**src/etsa_pkg.sv**
```systemverilog
// shared types and codes for the edge-triggered snippet averager
// no dependencies; imported by etsa_front, etsa_back and the top level
package etsa_pkg;

	typedef enum logic {
		OP_SAMPLE = 1'b0,
		OP_READ   = 1'b1
	} op_e_t;

	// decoded command as it sits in the queue between front and back
	typedef struct packed {
		op_e_t      kind;
		logic       sample_bit;
		logic [9:0] point_index;
	} cmd_t;

	typedef enum logic [1:0] {
		ST_IDLE,
		ST_COPY,
		ST_READ,
		ST_EMIT
	} back_state_t;

	// status from the back end
	typedef struct packed {
		logic       idle;
		logic [4:0] count;
	} stat_t;

	localparam int unsigned REG_RISING = 0;
	localparam int unsigned REG_PRE    = 1;
	localparam int unsigned REG_WINDOW = 2;
	localparam int unsigned REG_MAXAVG = 3;

endpackage

```
**src/etsa_front.sv**
```systemverilog
// front end: accepts stream transactions, decodes them into commands
// and holds them in a two-entry queue; depends on etsa_pkg
module etsa_front (
	input  logic             clk,
	input  logic             arst_n,
	input  logic             s_axis_tvalid,
	output logic             s_axis_tready,
	input  logic [15:0]      s_axis_tdata,
	input  logic             s_axis_tuser,
	output logic             q_valid,
	output etsa_pkg::cmd_t   q_cmd,
	input  logic             q_pop
);
	import etsa_pkg::*;

	cmd_t       buf_q [2];
	logic       wr_ptr_q;
	logic       rd_ptr_q;
	logic [1:0] cnt_q;
	logic       push;
	cmd_t       dec;

	assign s_axis_tready = (cnt_q != 2'd2);
	assign push          = s_axis_tvalid && s_axis_tready;
	assign q_valid       = (cnt_q != 2'd0);
	assign q_cmd         = buf_q[rd_ptr_q];

	// classify the transaction
	always_comb begin
		dec.kind        = s_axis_tuser ? OP_READ : OP_SAMPLE;
		dec.sample_bit  = s_axis_tdata[0];
		dec.point_index = s_axis_tdata[10:1];
	end

	always_ff @(posedge clk) begin
		if (push) begin
			buf_q[wr_ptr_q] <= dec;
		end
	end

	always_ff @(posedge clk or negedge arst_n) begin
		if (!arst_n) begin
			wr_ptr_q <= 1'b0;
			rd_ptr_q <= 1'b0;
			cnt_q    <= 2'd0;
		end else begin
			if (push) begin
				wr_ptr_q <= ~wr_ptr_q;
			end
			if (q_pop) begin
				rd_ptr_q <= ~rd_ptr_q;
			end
			case ({push, q_pop})
				2'b10:   cnt_q <= cnt_q + 2'd1;
				2'b01:   cnt_q <= cnt_q - 2'd1;
				default: cnt_q <= cnt_q;
			endcase
		end
	end

endmodule

```
**config.mk**
```make
export PLATFORM = sky130hd
export DESIGN_NAME = etsa_front
export DESIGN_NICKNAME = d
export VERILOG_FILES = /design/src/etsa_pkg.sv /design/src/etsa_front.sv
export SDC_FILE = /design/constraint.sdc
export NUM_CORES = 1
export LEC_CHECK = 0
export ABC_AREA = 1
export BUFFER_PORTS_ARGS = -buffer_cell sky130_fd_sc_hd__buf_2
export CORE_MARGIN = 2
export CORE_UTILIZATION = 49
export DETAILED_ROUTE_END_ITERATION = 10
export PLACE_DENSITY = 0.77
export SETUP_SLACK_MARGIN = 0.15
export SLEW_MARGIN = 20
export SYNTH_ARGS = -nofsm -noshare
export SYNTH_HDL_FRONTEND = slang
export SYNTH_SLANG_ARGS = --single-unit
```
**constraint.sdc**
```tcl
create_clock -name clk -period 2.1 [get_ports clk]
set_clock_uncertainty 0.05 [all_clocks]
set_input_delay 0.42 -clock clk [delete_from_list [all_inputs] [get_ports clk]]
set_output_delay 0.42 -clock clk [all_outputs]
set_load 0.02 [all_outputs]
```
; After elaboration in Yosys (flattened, before gate mapping)
; Memories as Yosys holds them, arrays and structs flattened.
; Cells that the tools add are included.
[classes]
n_mux = 4
bitwise_logic = 2
eq_ne = 3
add_sub_neg = 2
reduce_logical = 3
[ops]
columns = op, n
row1 = one-hot mux 2 bit (2 select lines), 1
row2 = nonzero test 2 bit, 2
row3 = 2-to-1 mux 1 bit, 3
row4 = adder 2 x 1 -> 2 bit (second input constant), 1
row5 = == test 2 x 1 -> 1 bit (second input constant), 1
row6 = == test 2 bit (second input constant), 1
row7 = != test 2 bit (second input constant), 1
row8 = NOT 1 bit, 2
row9 = subtractor 2 x 1 -> 2 bit (second input constant), 1
row10 = logical AND 1 bit, 1
[word_totals]
in_bits = 21
mem_count = 1
register_bits = 4
out_inout_bits = 14
ramBits = 24
[mem_list]
columns = name, depth, width, read_ports, rd_ports_with_merged_regs, wr, line
row1 = buf_q, 2, 12, 1, 0, 1, etsa_front.sv:16  ; cmd_t buf_q [2];

; Longest topological paths before layout
; Gate-level depths: netlist of the first run.
[logic_depth]
word_depth = 4
mapped_depth = 9
depth_no_buf = 9

; Least setup slack after synthesis of the first run
; OpenSTA, ideal clock, no wires.
[synth_timing]
kind = reg2reg
start = register cnt_q[0]
end = memory buf_q[0][0] (netlist name), enable pin
path_buffers = 0
t_arrival_ns = 1.190
setup_slack_ns = 0.480
stages_incl_launch_ff = 5
cell_sequence = dfrtp_1 inv_2 nand2_2 nand2_4 nor2_1
[synth_between]
elab_chain_len = 4
[synth_rtl]
columns = item, line
row1 = "start, declared", etsa_front.sv:19  ; logic [1:0] cnt_q;
row2 = "start signal, assigned", etsa_front.sv:54  ; 2'b10: cnt_q <= cnt_q + 2'd1;
row3 = "start signal, assigned", etsa_front.sv:55  ; 2'b01: cnt_q <= cnt_q - 2'd1;
row4 = "start signal, assigned", etsa_front.sv:56  ; default: cnt_q <= cnt_q;
row5 = != test 2 bit, etsa_front.sv:23  ; assign s_axis_tready = (cnt_q != 2'd2);
row6 = named net s_axis_tready, etsa_front.sv:7  ; output logic s_axis_tready,
row7 = logical AND 1 bit, etsa_front.sv:24  ; assign push = s_axis_tvalid && s_axis_tready;
row8 = 2-to-1 mux 1 bit, etsa_front.sv:36  ; if (push) begin
row9 = 2-to-1 mux 1 bit (not written as such), etsa_front.sv:37  ; buf_q[wr_ptr_q] <= dec;
row10 = "end, declared", etsa_front.sv:16
; The timed path passes the listed nets, and every way through them passes these cells.

==> results.yml, run 1 <==
outcome:
  outcome: "completed"
clock_network:
  numCtsBuffers: 3
  cts.repair.resized: 0
  clockBufferDepth: 2
  cts.clk_slew.worst_paths_ps: 140
  cts.sinks: 28
  tritoncts: "yes"
  clock_latency_ps: 310
  clockRootBuffer: "clkbuf_4"
  htree_levels: 1
cells_and_area:
  diodes: 0
  layout_common_cells: "buf_2, edfxtp_1, nand2_1"
  fin_nets: 144
  multi_input_area_um2: 210
  synthToLayoutAreaGrowth_pct: 18.7
  final_common_cell: "buf_2"
  layout-drive-gt1-share: 0.322
  num-fill-cells: 194
  seqCellArea_um2: 821
  final_util: 0.605
critical_path:
  arrival_ps: 1330
  cpPeakStageDelay_ps: 410
  critPathBufInv: 2
  required_ps: 1630
  end_kind: "output pin"
  path_class: "reg2out"
  crit_path_max_fanout: 24
  crit_path_start_kind: "flip-flop"
  cp_top_family: "buffers and inverters"
  crit_slowest_cell: "dfrtp_1"
  crit_chain: "buf_4 -> o21ai_0 -> buf_2"
place:
  dp_hpwl_um: 1310
  io_buffers: 29
  pre_cts_slack_ps: 626
  gp_congestion: 0.556
global_routing:
  antenna_found_initial: 0
  track_usage: 0.142
  grt_max_degree: 25
  grt_pass1_vias: 699
  grt_pass1_wl_um: 2720
  overflow: 0
synth:
  syn-num-nets: 109
  yosysSeqAreaShare: 0.735
  ys.flop_type: "edfxtp_1"
  syn_area_um2: 1120
  synth_cell_types: 18
  yosysWarningCount: 0
  avgSynthCellArea_um2: 12.8
  ys_top_cells_by_area: "edfxtp_1, dfrtp_1, nand2_1, inv_1, o21ai_0"
  ys_ff_latch: 28
  synthArstFlopShare: 0.143
  synth_edf_count: 24
  syn_inst: 87
  yosys.area.top_type: "edfxtp_1"
  synth_top_area_share: 0.645
drt:
  vias_per_cell: 4.63
  routed_wl_um: 1680
  drt_iter0_drc: 8
  firstDrtPassIters: 3
  post_drt_wl_per_cell_um: 11.3
  antenna_left: 0
  drc: 0
  via_count: 690
power_and_ir_drop:
  p_per_area_nw_per_um2: 1320
  ir_worst_vdd_v: 0.000759
  power.leakage_nw: 0.592
timing:
  tightest_slew_ps: 374
  setup_tns_ps: 0
  post-route-period-util: 0.859
  fin_ws_ps: 296
  max_slew_margin: 0.750
  setup_viol: 0
  hold_viol_final: 0
  rsz0062_at_grt: "no"
  period_needed_ps: 1800
  fmax_mhz: 554
  maxSlewViolCount: 0
floorplan:
  die_w_um: 51.8
  die_h_um: 51.8
  die-area_um2: 2680
  pin_count: 35
  core.rowCount: 17
  start_util: 0.510
  core_area_um2: 2190
run:
  maxCapViolCount: 0
min_path:
  hp-class: "in2reg"
synthesized netlist by cell type, types with 2 or more instances:
cell type	instances
nor2_1	2
inv_1	16
edfxtp_1	24
o21ai_0	11
dfrtp_1	4
nand2_1	17
buf_6	2
per-layer routing:
| layer | wire length, um | GRT usage |
|---|---|---|
| met5 | 0 | 0 |
| met4 | 10 | 0.0526 |
| met3 | 91 | 0.0316 |
| met2 | 930 | 0.276 |
| met1 | 649 | 0.147 |
flip-flops by register name (all words and copies together), names as in the netlist:
register / count
cnt_q: 2
wr_ptr_q: 1
buf_q: 24
rd_ptr_q: 1
timing repair:
action | in CTS | in global routing
setup buffers | 0 | 0
hold endpoints to repair | 4 | 0
hold buffers | 1 | 0
stage by stage:
step | instances | instance area, um2 | hold WS, ps | power, mW
6_report | 149 | 1330 | 232 | 1.75
3_5_place_dp | 144 | 1290 | 182 | 1.56
2_1_floorplan | 87 | 1120 | 74.4 | 1.35
5_1_grt | 149 | 1330 | 214 | 1.88
4_1_cts | 149 | 1330 | 220 | 1.77
3_3_place_gp | 144 | 1290 | 180 | 1.52
path summary, 6_finish.rpt:
| check | startpoint | endpoint | slack (ps) | depth (start not counted) |
|---|---|---|---|---|
| max in group asynchronous | arst_n | cnt_q[0] | 1500 | 2 |
| min in group asynchronous | arst_n | wr_ptr_q | 360 | 2 |
| worst min-delay path | s_axis_tdata[5] | buf_q[0][4] | 230 | 1 |
| worst max register to register | cnt_q[0] | cnt_q[1] | 730 | 8 |
| worst max-delay path | rd_ptr_q | q_cmd[7] | 300 | 3 |
| worst min register to register | rd_ptr_q | rd_ptr_q | 430 | 1 |
worst reg2reg max path, stage by stage (launching register included):
cell     delay (ps)
dfrtp_1         420
inv_2            70
nand2_2         100
nand2_4          70
ha_1            300
inv_1            90
nand3_1          70
nand2_1          60
nand2_1          50
layout make-up:
| type | count | area share |
|---|---|---|
| tap | 28 | 0.0264 |
| multi-input combinational | 40 | 0.158 |
| timing repair buffer | 32 | 0.128 |
| clock buffer | 4 | 0.0198 |
| inverter | 17 | 0.0481 |
| sequential | 28 | 0.619 |
cell families (layout without fill, tap and decap cells):
family / count (synthesis) / count (layout) / share of synthesized area
flip-flops: 28 / 28 / 0.735
AND/OR/NAND/NOR: 24 / 24 / 0.0997
buffers and inverters: 19 / 53 / 0.0773
AO/OA/AOI/OAI: 13 / 13 / 0.0616
XOR/XNOR: 2 / 2 / 0.0157
adder cells (fa/ha/maj): 1 / 1 / 0.0112
where the power goes:
part | switching, mW | internal, mW
sequential | 0.0576 | 0.766
combinational | 0.485 | 0.229
clock | 0.134 | 0.0741
total | 0.676 | 1.07
Power figures use the tool's default switching activity.
==> inputs of run 2 (changes only) <==
Settings changed: CORE_ASPECT_RATIO set to 1.1.
==> results.yml, run 2 (synthesis gave the netlist of run 1 again) <==
cells_and_area:
  fin_nets: 144
  largest-register: "buf_q"
  largest_register_ffs: 24
  fin_area_um2: 1330
  layout_common_cells: "buf_2, edfxtp_1, nand2_1"
  instances_no_fill: 151
  diodes: 0
  reg_top3: "buf_q (24), cnt_q (2)"
  final_common_cell: "buf_2"
  synthToLayoutAreaGrowth_pct: 18.9
  num-fill-cells: 195
  layout-drive-gt1-share: 0.322
clock_network:
  numCtsBuffers: 3
  cts.repair.resized: 0
  clockBufferDepth: 2
  htree_levels: 1
  cts.sinks: 28
  tritoncts: "yes"
  cts.clk_slew.worst_paths_ps: 130
  clock_latency_ps: 310
  clockRootBuffer: "clkbuf_4"
floorplan:
  die_h_um: 54.1
  die_w_um: 49.5
  start_util: 0.506
  core_area_um2: 2210
  die-area_um2: 2680
  pin_count: 35
  core.rowCount: 18
critical_path:
  crit_path_max_fanout: 24
  cp_top_family: "flip-flops"
  cpPeakStageDelay_ps: 420
  path_class: "reg2out"
  crit_path_start_kind: "flip-flop"
  critPathBufInv: 2
  end_kind: "output pin"
  crit_slowest_cell: "dfrtp_1"
  crit_chain: "buf_4 -> o21ai_0 -> buf_2"
  arrival_ps: 1300
  required_ps: 1630
drt:
  vias_per_cell: 4.51
  post_drt_wl_per_cell_um: 9.95
  drc: 0
  drt_iter0_drc: 6
  firstDrtPassIters: 2
  antenna_left: 0
  via_count: 681
  routed_wl_um: 1500
timing:
  hold_viol_final: 0
  setup_tns_ps: 0
  setup_viol: 0
  rsz0062_at_grt: "no"
  fmax_mhz: 565
  maxSlewViolCount: 0
  post-route-period-util: 0.843
  tightest_slew_ps: 375
  max_slew_margin: 0.749
  period_needed_ps: 1770
place:
  dp_hpwl_um: 1130
  placed_area_um2: 1290
  io_buffers: 29
  gp_congestion: 0.692
  placedCellCount: 146
global_routing:
  grt_pass1_wl_um: 2380
  grt_max_degree: 25
  track_usage: 0.119
  antenna_found_initial: 0
  overflow: 0
  grt_pass1_vias: 569
power_and_ir_drop:
  power.leakage_nw: 0.592
  fin_total_pwr_mw: 1.73
  p_per_area_nw_per_um2: 1300
  ir_worst_vdd_v: 0.000926
outcome:
  outcome: "completed"
run:
  maxCapViolCount: 0
min_path:
  hp-class: "in2reg"
-- run 2: cell counts in the layout (fill, tap and decap cells not counted) --
Identical to the previous run, type by type.
-- run 2: layout make-up --
type,count,area (um2),area share
timing repair buffer,32,170,0.128
clock buffer,4,26.3,0.0198
inverter,17,63.8,0.0480
sequential,28,821,0.618
multi-input combinational,40,210,0.158
tap,30,37.5,0.0282
-- run 2: what timing repair did --
item / 4_1_cts / 5_1_grt
hold endpoints to repair: 4 / 0
hold buffers: 1 / 0
setup buffers: 0 / 0
-- run 2: power by group --
group          total [mW]  internal [mW]  leakage [nW]  switching (mW)
registers           0.819          0.766         0.270          0.0534
logic               0.704          0.229         0.307           0.475
clock network       0.209         0.0742        0.0150           0.135
-- run 2: final timing paths --
| kind | from | endpoint | slack [ps] | cells after the start |
|---|---|---|---|---|
| max | rd_ptr_q | q_cmd[5] | 330 | 3 |
| min | s_axis_tdata[8] | buf_q[1][7] | 240 | 1 |
| max reg2reg | cnt_q[0] | cnt_q[1] | 740 | 8 |
| min reg2reg | rd_ptr_q | rd_ptr_q | 450 | 1 |
| max in group asynchronous | arst_n | wr_ptr_q | 1500 | 2 |
| min in group asynchronous | arst_n | cnt_q[1] | 380 | 2 |
-- run 2: per-stage QoR --
step           hold slack [ps]   util  setup slack [ps]
3_5_place_dp               185  0.586               658
2_1_floorplan             74.4      -               480
4_1_cts                    226  0.602               296
5_1_grt                    210  0.602               235
6_report                   237  0.602               329
3_3_place_gp               179  0.586               670
-- run 2: worst register-to-register path, stage by stage, from the launching register on --
cell,delay (ps)
dfrtp_1,420
inv_2,70
nand2_2,90
nand2_4,70
ha_1,300
inv_1,80
nand3_1,70
nand2_1,60
nand2_1,40
-- run 2: layer usage --
layer	global-route usage	wire, um	vias up
met3	0.0361	106	2
met5	0	0	-
met4	0.0417	14	0
li1	-	-	354
met2	0.213	796	21
met1	0.138	584	304
